**src/hw/rtl/mcpg_pkg.sv**
```systemverilog
`default_nettype none
package mcpg_pkg;

   localparam int OCTANT_DEPTH = 256;
   localparam int COORD_LIMIT  = 4096;

   localparam int AddrBits   = $clog2(OCTANT_DEPTH);
   localparam int LenBits    = $clog2(OCTANT_DEPTH + 1);
   localparam int CoordBits  = $clog2(COORD_LIMIT);
   localparam int OffsetBits = 8;
   localparam int RadiusBits = 8;
   localparam int EntryBits  = 2 * OffsetBits;
   localparam int PointBits  = 14;
   localparam int SizeBits   = 13;
   localparam int CountBits  = 11;
   localparam int DistBits   = 13;
   localparam int SegBits    = 3;
   localparam int CsrIdxBits = 2;
   localparam int WideBits   = (CoordBits + 2 > SizeBits + 1) ? CoordBits + 2 : SizeBits + 1;

   localparam logic OP_START = 1'b0;
   localparam logic OP_NEXT  = 1'b1;

   localparam logic [CsrIdxBits-1:0] CSR_IMAGE_WIDTH  = CsrIdxBits'(0);
   localparam logic [CsrIdxBits-1:0] CSR_IMAGE_HEIGHT = CsrIdxBits'(1);

   localparam logic [SizeBits-1:0] RESET_WIDTH  = SizeBits'(640);
   localparam logic [SizeBits-1:0] RESET_HEIGHT = SizeBits'(480);

   typedef struct packed {
      logic                 we;
      logic [AddrBits-1:0]  addr;
      logic [EntryBits-1:0] data;
   } wr_type;

   typedef struct packed {
      logic               busy;
      logic [LenBits-1:0] len;
   } fill_stat_type;

endpackage
`default_nettype wire

```
**src/hw/rtl/mcpg_channels.sv**
```systemverilog
`default_nettype none
interface mcpg_req_if;
   logic                              valid;
   logic                              ready;
   logic                              opcode;
   logic [mcpg_pkg::CoordBits-1:0]    center_x;
   logic [mcpg_pkg::CoordBits-1:0]    center_y;
   logic [mcpg_pkg::RadiusBits-1:0]   radius;

   modport source (output valid, opcode, center_x, center_y, radius, input ready);
   modport sink (input valid, opcode, center_x, center_y, radius, output ready);
endinterface

interface mcpg_rsp_if;
   logic                                 valid;
   logic                                 ready;
   logic signed [mcpg_pkg::PointBits-1:0] point_x;
   logic signed [mcpg_pkg::PointBits-1:0] point_y;
   logic                                 inside_res;
   logic                                 point_valid;
   logic                                 last_point;
   logic [mcpg_pkg::CountBits-1:0]       point_count;

   modport source (output valid, point_x, point_y, inside_res, point_valid, last_point,
                   point_count, input ready);
   modport sink (input valid, point_x, point_y, inside_res, point_valid, last_point,
                 point_count, output ready);
endinterface

interface mcpg_csr_if;
   logic                              valid;
   logic                              ready;
   logic [mcpg_pkg::CsrIdxBits-1:0]   index;
   logic [mcpg_pkg::SizeBits-1:0]     data;

   modport source (output valid, index, data, input ready);
   modport sink (input valid, index, data, output ready);
endinterface
`default_nettype wire

```
**src/hw/rtl/mcpg_octant_fill.sv**
```systemverilog
`default_nettype none
module mcpg_octant_fill (
   input  wire logic                            clock,
   input  wire logic                            reset,
   input  wire logic                            start,
   input  wire logic [mcpg_pkg::RadiusBits-1:0] radius,
   output mcpg_pkg::wr_type                     wr,
   output mcpg_pkg::fill_stat_type              stat
);

   logic [mcpg_pkg::OffsetBits-1:0]      x_ff, x_in;
   logic [mcpg_pkg::OffsetBits-1:0]      y_ff, y_in;
   logic signed [mcpg_pkg::DistBits-1:0] d_ff, d_in;
   logic [mcpg_pkg::LenBits-1:0]         len_ff, len_in;
   logic                                 busy_ff, busy_in;

   logic                                 step_ok;
   logic                                 d_pos;
   logic [mcpg_pkg::OffsetBits-1:0]      x_step;
   logic [mcpg_pkg::OffsetBits-1:0]      y_step;
   logic signed [mcpg_pkg::DistBits-1:0] dx;
   logic signed [mcpg_pkg::DistBits-1:0] d_step;
   logic signed [mcpg_pkg::DistBits-1:0] d_start;

   always_comb begin
      step_ok = (y_ff > x_ff) && (len_ff < mcpg_pkg::LenBits'(mcpg_pkg::OCTANT_DEPTH));
      d_pos   = d_ff > $signed(mcpg_pkg::DistBits'(0));
      x_step  = x_ff + mcpg_pkg::OffsetBits'(1);
      y_step  = d_pos ? (y_ff - mcpg_pkg::OffsetBits'(1)) : y_ff;
      dx      = $signed(mcpg_pkg::DistBits'(x_step)) - $signed(mcpg_pkg::DistBits'(y_step));
      if (d_pos) begin
         d_step = d_ff + (dx <<< 2) + $signed(mcpg_pkg::DistBits'(10));
      end else begin
         d_step = d_ff + ($signed(mcpg_pkg::DistBits'(x_step)) <<< 2)
                  + $signed(mcpg_pkg::DistBits'(6));
      end
      d_start = $signed(mcpg_pkg::DistBits'(3)) - $signed(mcpg_pkg::DistBits'({radius, 1'b0}));

      x_in    = x_ff;
      y_in    = y_ff;
      d_in    = d_ff;
      len_in  = len_ff;
      busy_in = busy_ff;
      if (start) begin
         x_in    = '0;
         y_in    = radius;
         d_in    = d_start;
         len_in  = mcpg_pkg::LenBits'(1);
         busy_in = 1'b1;
      end else if (busy_ff) begin
         if (step_ok) begin
            x_in   = x_step;
            y_in   = y_step;
            d_in   = d_step;
            len_in = len_ff + mcpg_pkg::LenBits'(1);
         end else begin
            busy_in = 1'b0;
         end
      end

      wr.we   = start || (busy_ff && step_ok);
      wr.addr = start ? '0 : len_ff[mcpg_pkg::AddrBits-1:0];
      wr.data = start ? {mcpg_pkg::OffsetBits'(0), radius} : {x_step, y_step};

      stat.busy = busy_ff;
      stat.len  = len_ff;
   end

   always_ff @(posedge clock) begin
      x_ff <= x_in;
      y_ff <= y_in;
      d_ff <= d_in;
      if (reset) begin
         busy_ff <= 1'b0;
         len_ff  <= '0;
      end else begin
         busy_ff <= busy_in;
         len_ff  <= len_in;
      end
   end

endmodule
`default_nettype wire

```
**src/hw/rtl/mcpg_mirror.sv**
```systemverilog
`default_nettype none
module mcpg_mirror (
   input  wire logic [mcpg_pkg::EntryBits-1:0] entry,
   input  wire logic [mcpg_pkg::SegBits-1:0]   seg,
   input  wire logic [mcpg_pkg::CoordBits-1:0] cx,
   input  wire logic [mcpg_pkg::CoordBits-1:0] cy,
   input  wire logic [mcpg_pkg::SizeBits-1:0]  width,
   input  wire logic [mcpg_pkg::SizeBits-1:0]  height,
   output logic signed [mcpg_pkg::PointBits-1:0] px,
   output logic signed [mcpg_pkg::PointBits-1:0] py,
   output logic                                in_bounds
);

   logic [mcpg_pkg::OffsetBits-1:0]      ox, oy;
   logic [mcpg_pkg::OffsetBits-1:0]      ax, ay;
   logic signed [mcpg_pkg::WideBits-1:0] cxw, cyw, axw, ayw;
   logic signed [mcpg_pkg::WideBits-1:0] wx, wy;

   always_comb begin
      ox = entry[mcpg_pkg::EntryBits-1:mcpg_pkg::OffsetBits];
      oy = entry[mcpg_pkg::OffsetBits-1:0];
      if (seg inside {3'd1, 3'd2, 3'd5, 3'd6}) begin
         ax = oy;
         ay = ox;
      end else begin
         ax = ox;
         ay = oy;
      end
      cxw = $signed(mcpg_pkg::WideBits'(cx));
      cyw = $signed(mcpg_pkg::WideBits'(cy));
      axw = $signed(mcpg_pkg::WideBits'(ax));
      ayw = $signed(mcpg_pkg::WideBits'(ay));
      wx  = (seg inside {3'd0, 3'd1, 3'd2, 3'd3}) ? cxw + axw : cxw - axw;
      wy  = (seg inside {3'd0, 3'd1, 3'd6, 3'd7}) ? cyw - ayw : cyw + ayw;
      px  = wx[mcpg_pkg::PointBits-1:0];
      py  = wy[mcpg_pkg::PointBits-1:0];
      in_bounds = (wx >= 0) && (wy >= 0)
                  && (wx < $signed(mcpg_pkg::WideBits'(width)))
                  && (wy < $signed(mcpg_pkg::WideBits'(height)));
   end

endmodule
`default_nettype wire

```
**src/hw/rtl/midpoint_circle_point_generator.sv**
```systemverilog
// Midpoint circle point generator.
// Items arrive on req_chan (valid/ready). A start beat (opcode 0) latches the
// center and walks the midpoint recurrence for the first octant, writing one
// offset per cycle into a 256-entry octant memory; it answers on rsp_chan with
// the total point count. Each next beat (opcode 1) reads one octant entry,
// mirrors it into the current octant pass and returns one point with its
// in-bounds flag and last marker. The memory read is registered; the mirror
// and bounds check feed the output register. A next beat with no circle
// pending returns an all-zero result.
// Results sit in an output register; when the receiver stalls, that register
// holds, the block takes one more item and keeps it until the register frees.
// Image size registers are written on csr_chan (always ready); writing them
// only while idle is the user's duty, the block does not enforce it.
// Reset sets width 640, height 480 and leaves no circle pending; the octant
// memory is not cleared.
`default_nettype none
module midpoint_circle_point_generator (
   input wire logic    clock,
   input wire logic    reset,
   mcpg_req_if.sink    req_chan,
   mcpg_rsp_if.source  rsp_chan,
   mcpg_csr_if.sink    csr_chan
);

   typedef enum logic [2:0] {
      IDLE_S, FILL_S, START_OUT_S, POINT_OUT_S, EMPTY_OUT_S
   } state_type;

   state_type                             state_ff, state_in;
   logic [mcpg_pkg::SizeBits-1:0]         width_ff, width_in;
   logic [mcpg_pkg::SizeBits-1:0]         height_ff, height_in;
   logic [mcpg_pkg::CoordBits-1:0]        cx_ff, cx_in;
   logic [mcpg_pkg::CoordBits-1:0]        cy_ff, cy_in;
   logic [mcpg_pkg::SegBits-1:0]          seg_ff, seg_in;
   logic [mcpg_pkg::LenBits-1:0]          idx_ff, idx_in;
   logic                                  pending_ff, pending_in;

   logic                                  rsp_valid_ff, rsp_valid_in;
   logic signed [mcpg_pkg::PointBits-1:0] rsp_x_ff, rsp_x_in;
   logic signed [mcpg_pkg::PointBits-1:0] rsp_y_ff, rsp_y_in;
   logic                                  rsp_inside_ff, rsp_inside_in;
   logic                                  rsp_point_ff, rsp_point_in;
   logic                                  rsp_last_ff, rsp_last_in;
   logic [mcpg_pkg::CountBits-1:0]        rsp_count_ff, rsp_count_in;

   logic [mcpg_pkg::EntryBits-1:0]        octant_store_ff [mcpg_pkg::OCTANT_DEPTH];
   logic [mcpg_pkg::EntryBits-1:0]        rd_data_ff;

   mcpg_pkg::wr_type                      wr;
   mcpg_pkg::fill_stat_type               fill_stat;

   logic                                  req_fire;
   logic                                  csr_fire;
   logic                                  slot_free;
   logic                                  fill_start;
   logic                                  rd_en;
   logic [mcpg_pkg::LenBits-1:0]          len;
   logic [mcpg_pkg::LenBits-1:0]          seg_last_idx;
   logic [mcpg_pkg::LenBits-1:0]          next_first;
   logic                                  at_end;
   logic                                  more;
   logic                                  adv_last;
   logic [mcpg_pkg::CountBits-1:0]        total;
   logic signed [mcpg_pkg::PointBits-1:0] mir_x, mir_y;
   logic                                  mir_inside;

   assign req_chan.ready = (state_ff == IDLE_S);
   assign csr_chan.ready = 1'b1;
   assign req_fire       = req_chan.valid && req_chan.ready;
   assign csr_fire       = csr_chan.valid && csr_chan.ready;
   assign slot_free      = !rsp_valid_ff || rsp_chan.ready;
   assign fill_start     = req_fire && (req_chan.opcode == mcpg_pkg::OP_START);
   assign rd_en          = req_fire && (req_chan.opcode == mcpg_pkg::OP_NEXT) && pending_ff;

   mcpg_octant_fill u_fill (
      .clock  (clock),
      .reset  (reset),
      .start  (fill_start),
      .radius (req_chan.radius),
      .wr     (wr),
      .stat   (fill_stat)
   );

   mcpg_mirror u_mirror (
      .entry     (rd_data_ff),
      .seg       (seg_ff),
      .cx        (cx_ff),
      .cy        (cy_ff),
      .width     (width_ff),
      .height    (height_ff),
      .px        (mir_x),
      .py        (mir_y),
      .in_bounds (mir_inside)
   );

   always_ff @(posedge clock) begin
      if (wr.we) begin
         octant_store_ff[wr.addr] <= wr.data;
      end
      if (rd_en) begin
         rd_data_ff <= octant_store_ff[idx_ff[mcpg_pkg::AddrBits-1:0]];
      end
   end

   always_comb begin
      len          = fill_stat.len;
      seg_last_idx = seg_ff[0] ? ((seg_ff == 3'd7) ? mcpg_pkg::LenBits'(1) : '0)
                               : len - mcpg_pkg::LenBits'(1);
      at_end       = (idx_ff == seg_last_idx);
      more         = ((seg_ff < 3'd6) && (len >= mcpg_pkg::LenBits'(2)))
                     || ((seg_ff == 3'd6) && (len >= mcpg_pkg::LenBits'(3)));
      next_first   = seg_ff[0] ? mcpg_pkg::LenBits'(1) : len - mcpg_pkg::LenBits'(2);
      adv_last     = at_end && !more;
      total        = (len >= mcpg_pkg::LenBits'(2))
                     ? (mcpg_pkg::CountBits'(len) << 3) - mcpg_pkg::CountBits'(8)
                     : mcpg_pkg::CountBits'(1);

      state_in      = state_ff;
      width_in      = width_ff;
      height_in     = height_ff;
      cx_in         = cx_ff;
      cy_in         = cy_ff;
      seg_in        = seg_ff;
      idx_in        = idx_ff;
      pending_in    = pending_ff;
      rsp_valid_in  = rsp_valid_ff && !rsp_chan.ready;
      rsp_x_in      = rsp_x_ff;
      rsp_y_in      = rsp_y_ff;
      rsp_inside_in = rsp_inside_ff;
      rsp_point_in  = rsp_point_ff;
      rsp_last_in   = rsp_last_ff;
      rsp_count_in  = rsp_count_ff;

      if (csr_fire) begin
         case (csr_chan.index)
            mcpg_pkg::CSR_IMAGE_WIDTH:  width_in  = csr_chan.data;
            mcpg_pkg::CSR_IMAGE_HEIGHT: height_in = csr_chan.data;
            default: ;
         endcase
      end

      case (state_ff)
         IDLE_S: begin
            if (req_fire) begin
               if (req_chan.opcode == mcpg_pkg::OP_START) begin
                  cx_in      = req_chan.center_x;
                  cy_in      = req_chan.center_y;
                  seg_in     = '0;
                  idx_in     = '0;
                  pending_in = 1'b1;
                  state_in   = FILL_S;
               end else if (pending_ff) begin
                  state_in = POINT_OUT_S;
               end else begin
                  state_in = EMPTY_OUT_S;
               end
            end
         end
         FILL_S: begin
            if (!fill_stat.busy) begin
               state_in = START_OUT_S;
            end
         end
         START_OUT_S: begin
            if (slot_free) begin
               rsp_valid_in  = 1'b1;
               rsp_x_in      = '0;
               rsp_y_in      = '0;
               rsp_inside_in = 1'b0;
               rsp_point_in  = 1'b0;
               rsp_last_in   = 1'b0;
               rsp_count_in  = total;
               state_in      = IDLE_S;
            end
         end
         POINT_OUT_S: begin
            if (slot_free) begin
               rsp_valid_in  = 1'b1;
               rsp_x_in      = mir_x;
               rsp_y_in      = mir_y;
               rsp_inside_in = mir_inside;
               rsp_point_in  = 1'b1;
               rsp_last_in   = adv_last;
               rsp_count_in  = '0;
               if (!at_end) begin
                  idx_in = seg_ff[0] ? idx_ff - mcpg_pkg::LenBits'(1)
                                     : idx_ff + mcpg_pkg::LenBits'(1);
               end else if (more) begin
                  seg_in = seg_ff + mcpg_pkg::SegBits'(1);
                  idx_in = next_first;
               end else begin
                  pending_in = 1'b0;
               end
               state_in = IDLE_S;
            end
         end
         EMPTY_OUT_S: begin
            if (slot_free) begin
               rsp_valid_in  = 1'b1;
               rsp_x_in      = '0;
               rsp_y_in      = '0;
               rsp_inside_in = 1'b0;
               rsp_point_in  = 1'b0;
               rsp_last_in   = 1'b0;
               rsp_count_in  = '0;
               state_in      = IDLE_S;
            end
         end
         default: begin
            state_in = IDLE_S;
         end
      endcase
   end

   always_ff @(posedge clock) begin
      rsp_x_ff      <= rsp_x_in;
      rsp_y_ff      <= rsp_y_in;
      rsp_inside_ff <= rsp_inside_in;
      rsp_point_ff  <= rsp_point_in;
      rsp_last_ff   <= rsp_last_in;
      rsp_count_ff  <= rsp_count_in;
      if (reset) begin
         state_ff     <= IDLE_S;
         width_ff     <= mcpg_pkg::RESET_WIDTH;
         height_ff    <= mcpg_pkg::RESET_HEIGHT;
         cx_ff        <= '0;
         cy_ff        <= '0;
         seg_ff       <= '0;
         idx_ff       <= '0;
         pending_ff   <= 1'b0;
         rsp_valid_ff <= 1'b0;
      end else begin
         state_ff     <= state_in;
         width_ff     <= width_in;
         height_ff    <= height_in;
         cx_ff        <= cx_in;
         cy_ff        <= cy_in;
         seg_ff       <= seg_in;
         idx_ff       <= idx_in;
         pending_ff   <= pending_in;
         rsp_valid_ff <= rsp_valid_in;
      end
   end

   assign rsp_chan.valid       = rsp_valid_ff;
   assign rsp_chan.point_x     = rsp_x_ff;
   assign rsp_chan.point_y     = rsp_y_ff;
   assign rsp_chan.inside_res  = rsp_inside_ff;
   assign rsp_chan.point_valid = rsp_point_ff;
   assign rsp_chan.last_point  = rsp_last_ff;
   assign rsp_chan.point_count = rsp_count_ff;

   // The octant memory is written only by the fill walk.
   assert property (@(posedge clock) disable iff (reset)
      wr.we |-> (fill_start || state_ff == FILL_S))
      else $error("octant write outside of a fill");

   // A point is only ever mirrored from an entry inside the stored octant.
   assert property (@(posedge clock) disable iff (reset)
      (state_ff == POINT_OUT_S) |-> (idx_ff < len))
      else $error("octant index beyond the stored length");

   // Emitting the final point leaves nothing pending.
   assert property (@(posedge clock) disable iff (reset)
      (state_ff == POINT_OUT_S && slot_free && adv_last) |=> !pending_ff)
      else $error("circle still pending after its last point");

   // A next beat only reaches the point state with a circle pending.
   assert property (@(posedge clock) disable iff (reset)
      (state_ff == POINT_OUT_S) |-> pending_ff)
      else $error("point state without a pending circle");

endmodule
`default_nettype wire
```
**src/flat_wrapper.sv**
```systemverilog
// flat-port wrapper written by rule: the top's interface ports become plain ports
module midpoint_circle_point_generator_flat 
  (clock, reset, req_chan_valid, req_chan_opcode, req_chan_center_x, req_chan_center_y, req_chan_radius, req_chan_ready, rsp_chan_valid, rsp_chan_point_x, rsp_chan_point_y, rsp_chan_inside_res, rsp_chan_point_valid, rsp_chan_last_point, rsp_chan_point_count, rsp_chan_ready, csr_chan_valid, csr_chan_index, csr_chan_data, csr_chan_ready);
  mcpg_req_if req_chan_i ();
  mcpg_rsp_if rsp_chan_i ();
  mcpg_csr_if csr_chan_i ();
  input wire logic clock;
  input wire logic reset;
  input wire logic [$bits(req_chan_i.valid)-1:0] req_chan_valid;
  input wire logic [$bits(req_chan_i.opcode)-1:0] req_chan_opcode;
  input wire logic [$bits(req_chan_i.center_x)-1:0] req_chan_center_x;
  input wire logic [$bits(req_chan_i.center_y)-1:0] req_chan_center_y;
  input wire logic [$bits(req_chan_i.radius)-1:0] req_chan_radius;
  output wire logic [$bits(req_chan_i.ready)-1:0] req_chan_ready;
  output wire logic [$bits(rsp_chan_i.valid)-1:0] rsp_chan_valid;
  output wire logic [$bits(rsp_chan_i.point_x)-1:0] rsp_chan_point_x;
  output wire logic [$bits(rsp_chan_i.point_y)-1:0] rsp_chan_point_y;
  output wire logic [$bits(rsp_chan_i.inside_res)-1:0] rsp_chan_inside_res;
  output wire logic [$bits(rsp_chan_i.point_valid)-1:0] rsp_chan_point_valid;
  output wire logic [$bits(rsp_chan_i.last_point)-1:0] rsp_chan_last_point;
  output wire logic [$bits(rsp_chan_i.point_count)-1:0] rsp_chan_point_count;
  input wire logic [$bits(rsp_chan_i.ready)-1:0] rsp_chan_ready;
  input wire logic [$bits(csr_chan_i.valid)-1:0] csr_chan_valid;
  input wire logic [$bits(csr_chan_i.index)-1:0] csr_chan_index;
  input wire logic [$bits(csr_chan_i.data)-1:0] csr_chan_data;
  output wire logic [$bits(csr_chan_i.ready)-1:0] csr_chan_ready;
  assign req_chan_i.valid = req_chan_valid;
  assign req_chan_i.opcode = req_chan_opcode;
  assign req_chan_i.center_x = req_chan_center_x;
  assign req_chan_i.center_y = req_chan_center_y;
  assign req_chan_i.radius = req_chan_radius;
  assign req_chan_ready = req_chan_i.ready;
  assign rsp_chan_valid = rsp_chan_i.valid;
  assign rsp_chan_point_x = rsp_chan_i.point_x;
  assign rsp_chan_point_y = rsp_chan_i.point_y;
  assign rsp_chan_inside_res = rsp_chan_i.inside_res;
  assign rsp_chan_point_valid = rsp_chan_i.point_valid;
  assign rsp_chan_last_point = rsp_chan_i.last_point;
  assign rsp_chan_point_count = rsp_chan_i.point_count;
  assign rsp_chan_i.ready = rsp_chan_ready;
  assign csr_chan_i.valid = csr_chan_valid;
  assign csr_chan_i.index = csr_chan_index;
  assign csr_chan_i.data = csr_chan_data;
  assign csr_chan_ready = csr_chan_i.ready;
  midpoint_circle_point_generator u_core (.clock(clock), .reset(reset), .req_chan(req_chan_i), .rsp_chan(rsp_chan_i), .csr_chan(csr_chan_i));
endmodule
```
**config.mk**
```make
export PLATFORM = sky130hd
export DESIGN_NAME = midpoint_circle_point_generator_flat
export DESIGN_NICKNAME = d
export VERILOG_FILES = /design/src/hw/rtl/mcpg_pkg.sv /design/src/hw/rtl/mcpg_channels.sv /design/src/hw/rtl/mcpg_octant_fill.sv /design/src/hw/rtl/mcpg_mirror.sv /design/src/hw/rtl/midpoint_circle_point_generator.sv /design/src/flat_wrapper.sv
export SDC_FILE = /design/constraint.sdc
export NUM_CORES = 2
export LEC_CHECK = 0
export BUFFER_PORTS_ARGS = -buffer_cell sky130_fd_sc_hd__buf_2
export CORE_ASPECT_RATIO = 1.25
export CORE_UTILIZATION = 50
export CTS_CLUSTER_SIZE = 25
export DETAILED_ROUTE_END_ITERATION = 8
export PLACE_DENSITY = 0.73
export SLEW_MARGIN = 15
export SYNTH_ARGS = -nofsm -noshare
export SYNTH_HDL_FRONTEND = slang
export SYNTH_HIERARCHICAL = 1
export SYNTH_SLANG_ARGS = --single-unit
```
**constraint.sdc**
```tcl
create_clock -name clock -period 17.3 [get_ports clock]
set_input_delay 3.46 -clock clock [delete_from_list [all_inputs] [get_ports clock]]
set_output_delay 3.46 -clock clock [all_outputs]
set_load 0.01 [all_outputs]
```
==> results by group <==
Place
  – Placed Cells: 12094
  – Placer Congestion: 0.974
  – Dpl hpwl: 248000 um
  – Worst slack, placed: 8730 ps
  – Port Buf Inserts: 94

CTS
  – Htree depth: 5
  – Later-pin clock latency in the skew report: 940 ps
  – TritonCTS buffer count: 378
  – CTS tree: built
  – Setup bufs post-CTS: 0
  – Clock-pin slew on the worst setup and hold paths: 60 ps
  – Root buffer cell: clkbuf_16
  – Post-CTS Resized: 0
  – Post-CTS Hold Fix Bufs: 0
  – Sinks on Clock Net: 4257
  – Clk buf depth: 4

Timing
  – Final min period: 7560 ps
  – Total negative setup slack: 0 ps
  – Final period util: 43.7%
  – Fin worst setup slack: 9740 ps
  – Fin. Hold Viols: 0
  – Setup-failing EPs final: 0
  – RSZ-0062 raised after global routing: no
  – Max-slew violations: 0
  – Worst slew pin tran: 1410 ps
  – Clock skew: 46.9 ps
  – Slew Limit Headroom: 6.11%
  – Fmax: 132 MHz

Floorplanning
  – Die width: 521 um
  – Num rows: 237
  – I/O Pins: 98
  – Die Footprint: 0.339 sq mm
  – Initial Utilization: 50.4%
  – Core area: 0.334 sq mm
  – Die Y: 651 um

Synthesis
  – Synth area leader: edfxtp_1
  – Sequential area share after synthesis: 75.4%
  – Synth Flop Type: edfxtp_1
  – Syn Std Cell Area: 0.168 sq mm
  – Synth cell types: 97
  – Synthesized flop and latch total: 4257
  – Top cells by area, synth: edfxtp_1, mux4_2, dfxtp_1
  – Main combinational cell family by area after synthesis: multiplexers
  – Cell count after synthesis: 7625
  – Yosys top cell area share: 74.4%
  – Mux contribution to synthesized area: 18.0%
  – EDFF count, synth: 4172
  – Adder-cell area share of the yosys netlist: 1.04%
  – Simple-gate share of the synthesized area: 2.27%
  – Synth Area in Compound Gates: 1.51%
  – Synth Area in XOR/XNOR: 0.483%
  – Synth async-reset ratio: 0%
  – Ys Warns: 6
  – Post-Syn Area per Cell: 22.1 sq um

Critical path
  – Crit path DAT: 8080 ps
  – CP Class: in -> reg
  – Crit path launch type: input pin
  – Kind of end point of the critical path: flop
  – Crit Path Max Fanout: 103
  – CP Data Required Time: 17830 ps

Run status
  – Status: finished clean

Cells and area
  – Layout overhead on the synthesized area: 12.1%
  – Fin cells: 12793
  – Layout cell share with drive strength beyond 1: 28.7%
  – Nets: 8247
  – Post-route core utilization: 56.5%

Drt
  – Vias: 81529
  – Iter 0 DRT Violations: 10849
  – DR DRC count: 0
  – Drt first pass iters: 6
  – Antenna viol nets, final: 0
  – Post-Route WL: 418000 um
  – Avg Vias per Cell: 6.37
  – Wirelength per Cell: 32.7 um

GRT
  – Largest net degree at the start of global routing: 236
  – First-pass GRT wire length: 597000 um
  – GRT Resource Usage Total: 24.6%
  – Number of global-route vias before repair: 81855
  – Initial antenna violation count: 23
  – Total gr overflow: 0

Flow run
  – Max cap viols: 0

Pwr
  – Pwr per Cell Area: 116 mW/mm^2
  – Pleak: 58.0 nW
  – Peak supply drop: 137 uV

Worst hold path
  – Worst Hold Class: reg -> reg
## registers in the layout (all words and copies together), names as in the netlist
name,cells
u_core/cx_ff,12
u_core/cy_ff,12
u_core/height_ff,13
u_core/idx_ff,9
u_core/octant_store_ff,4096
u_core/pending_ff,1
u_core/rd_data_ff,16
u_core/rsp_chan.inside_res,1
u_core/rsp_chan.last_point,1
u_core/rsp_chan.point_count,9
u_core/rsp_chan.point_valid,1
u_core/rsp_chan.point_x,14
u_core/rsp_chan.point_y,14
u_core/rsp_chan.valid,1
u_core/seg_ff,3
u_core/state_ff,3
u_core/u_fill/busy_ff,1
u_core/u_fill/d_ff,12
u_core/u_fill/len_ff,9
u_core/u_fill/x_ff,8
u_core/u_fill/y_ff,8
u_core/width_ff,13
## final timing paths
path	start	endpoint	slack [ps]	cells past startpoint
max	req_chan_valid	u_core/octant_store_ff[15][3]	9740	9
min	u_core/height_ff[10]	u_core/height_ff[10]	470	2
max reg2reg	u_core/idx_ff[0]	u_core/rd_data_ff[9]	10840	8
min reg2reg	u_core/height_ff[10]	u_core/height_ff[10]	470	2
## synthesized netlist by cell type, types with 9 or more instances
cell      number
a21oi_1      125
a21o_1        12
nand2b_1      15
nor2_1       351
mux4_2      1299
mux2i_1      105
clkbuf_1     235
buf_1         37
nor2b_1       60
o21ai_0       41
nand3_1       46
o21a_1        13
o2111a_1      13
edfxtp_1    4172
nand2_1      249
ha_1         129
a21boi_0       9
or3_1         11
nand4_1       16
dfxtp_1       85
o21ai_1       13
xnor2_1       46
buf_4          9
inv_1        101
nor3_1        45
buf_2        129
xor2_1        38
a22oi_1       45
## where the power goes
part / total (mW) / internal, mW / switching [mW]
Sequential: 11.8 / 11.8 / 0.0321
Combinational: 1.41 / 0.341 / 1.07
Clock: 8.69 / 5.02 / 3.67
## worst max-delay path, stage by stage
cell and delay, ps:
buf_2 100, nand2_1 90, or2_2 530, inv_2 580, inv_1 160, buf_4 280, mux2_8 750, buf_4 840
buf_4 1000
## stage by stage
step / total power [mW] / cell area (sq um) / hold slack [ps]
global placement: 13.4 / 176000 / 448
detailed placement: 13.4 / 176000 / 450
finish: 21.9 / 189000 / 465
global route: 22.5 / 189000 / 487
CTS: 22.0 / 189000 / 459
floorplan: 13.0 / 168000 / 433
## area by class of cell
class	count	area, sq um
tap	4421	5530
antenna	11	27.5
sequential	4257	127000
clock inverter	228	2790
multi-input combinational	2852	39500
clock buffer	455	9940
inverter	104	398
fill	23252	145000
timing repair buffer	465	3570
## cells in the final DEF, fill, tap and decap left out, drive strengths merged, types with 47 or more instances in the layout
cell,synthesis,routed
clkbuf,236,455
nor2,351,351
mux2i,105,105
edfxtp,4172,4172
o21ai,54,54
nand2,249,249
inv,102,118
ha,129,129
xnor2,47,47
dfxtp,85,85
clkinv,2,138
buf,177,465
bufinv,0,61
mux4,1299,1299
a21oi,125,125
nor2b,60,60
## cells by family (layout without fill, tap and decap cells)
group / count (synthesis) / in the layout
other: 2 / 14
xor gates and xnor gates: 88 / 88
muxes: 1406 / 1406
and+or+nand+nor: 855 / 855
DFF: 4257 / 4257
adders and majority gates: 136 / 136
buffers and inverters: 517 / 1252
AOI/OAI and AO/OA: 364 / 364
## layer usage
metal  up-vias  GRT usage (%)  share of wire (%)
met1     43208           31.2                 35
met5         -              0              0.021
met3       831           4.35                9.0
met2      4686           40.9                 50
met4        12           12.8                5.8
li1      32792              -                  -
(Power assumes the default switching activity.)
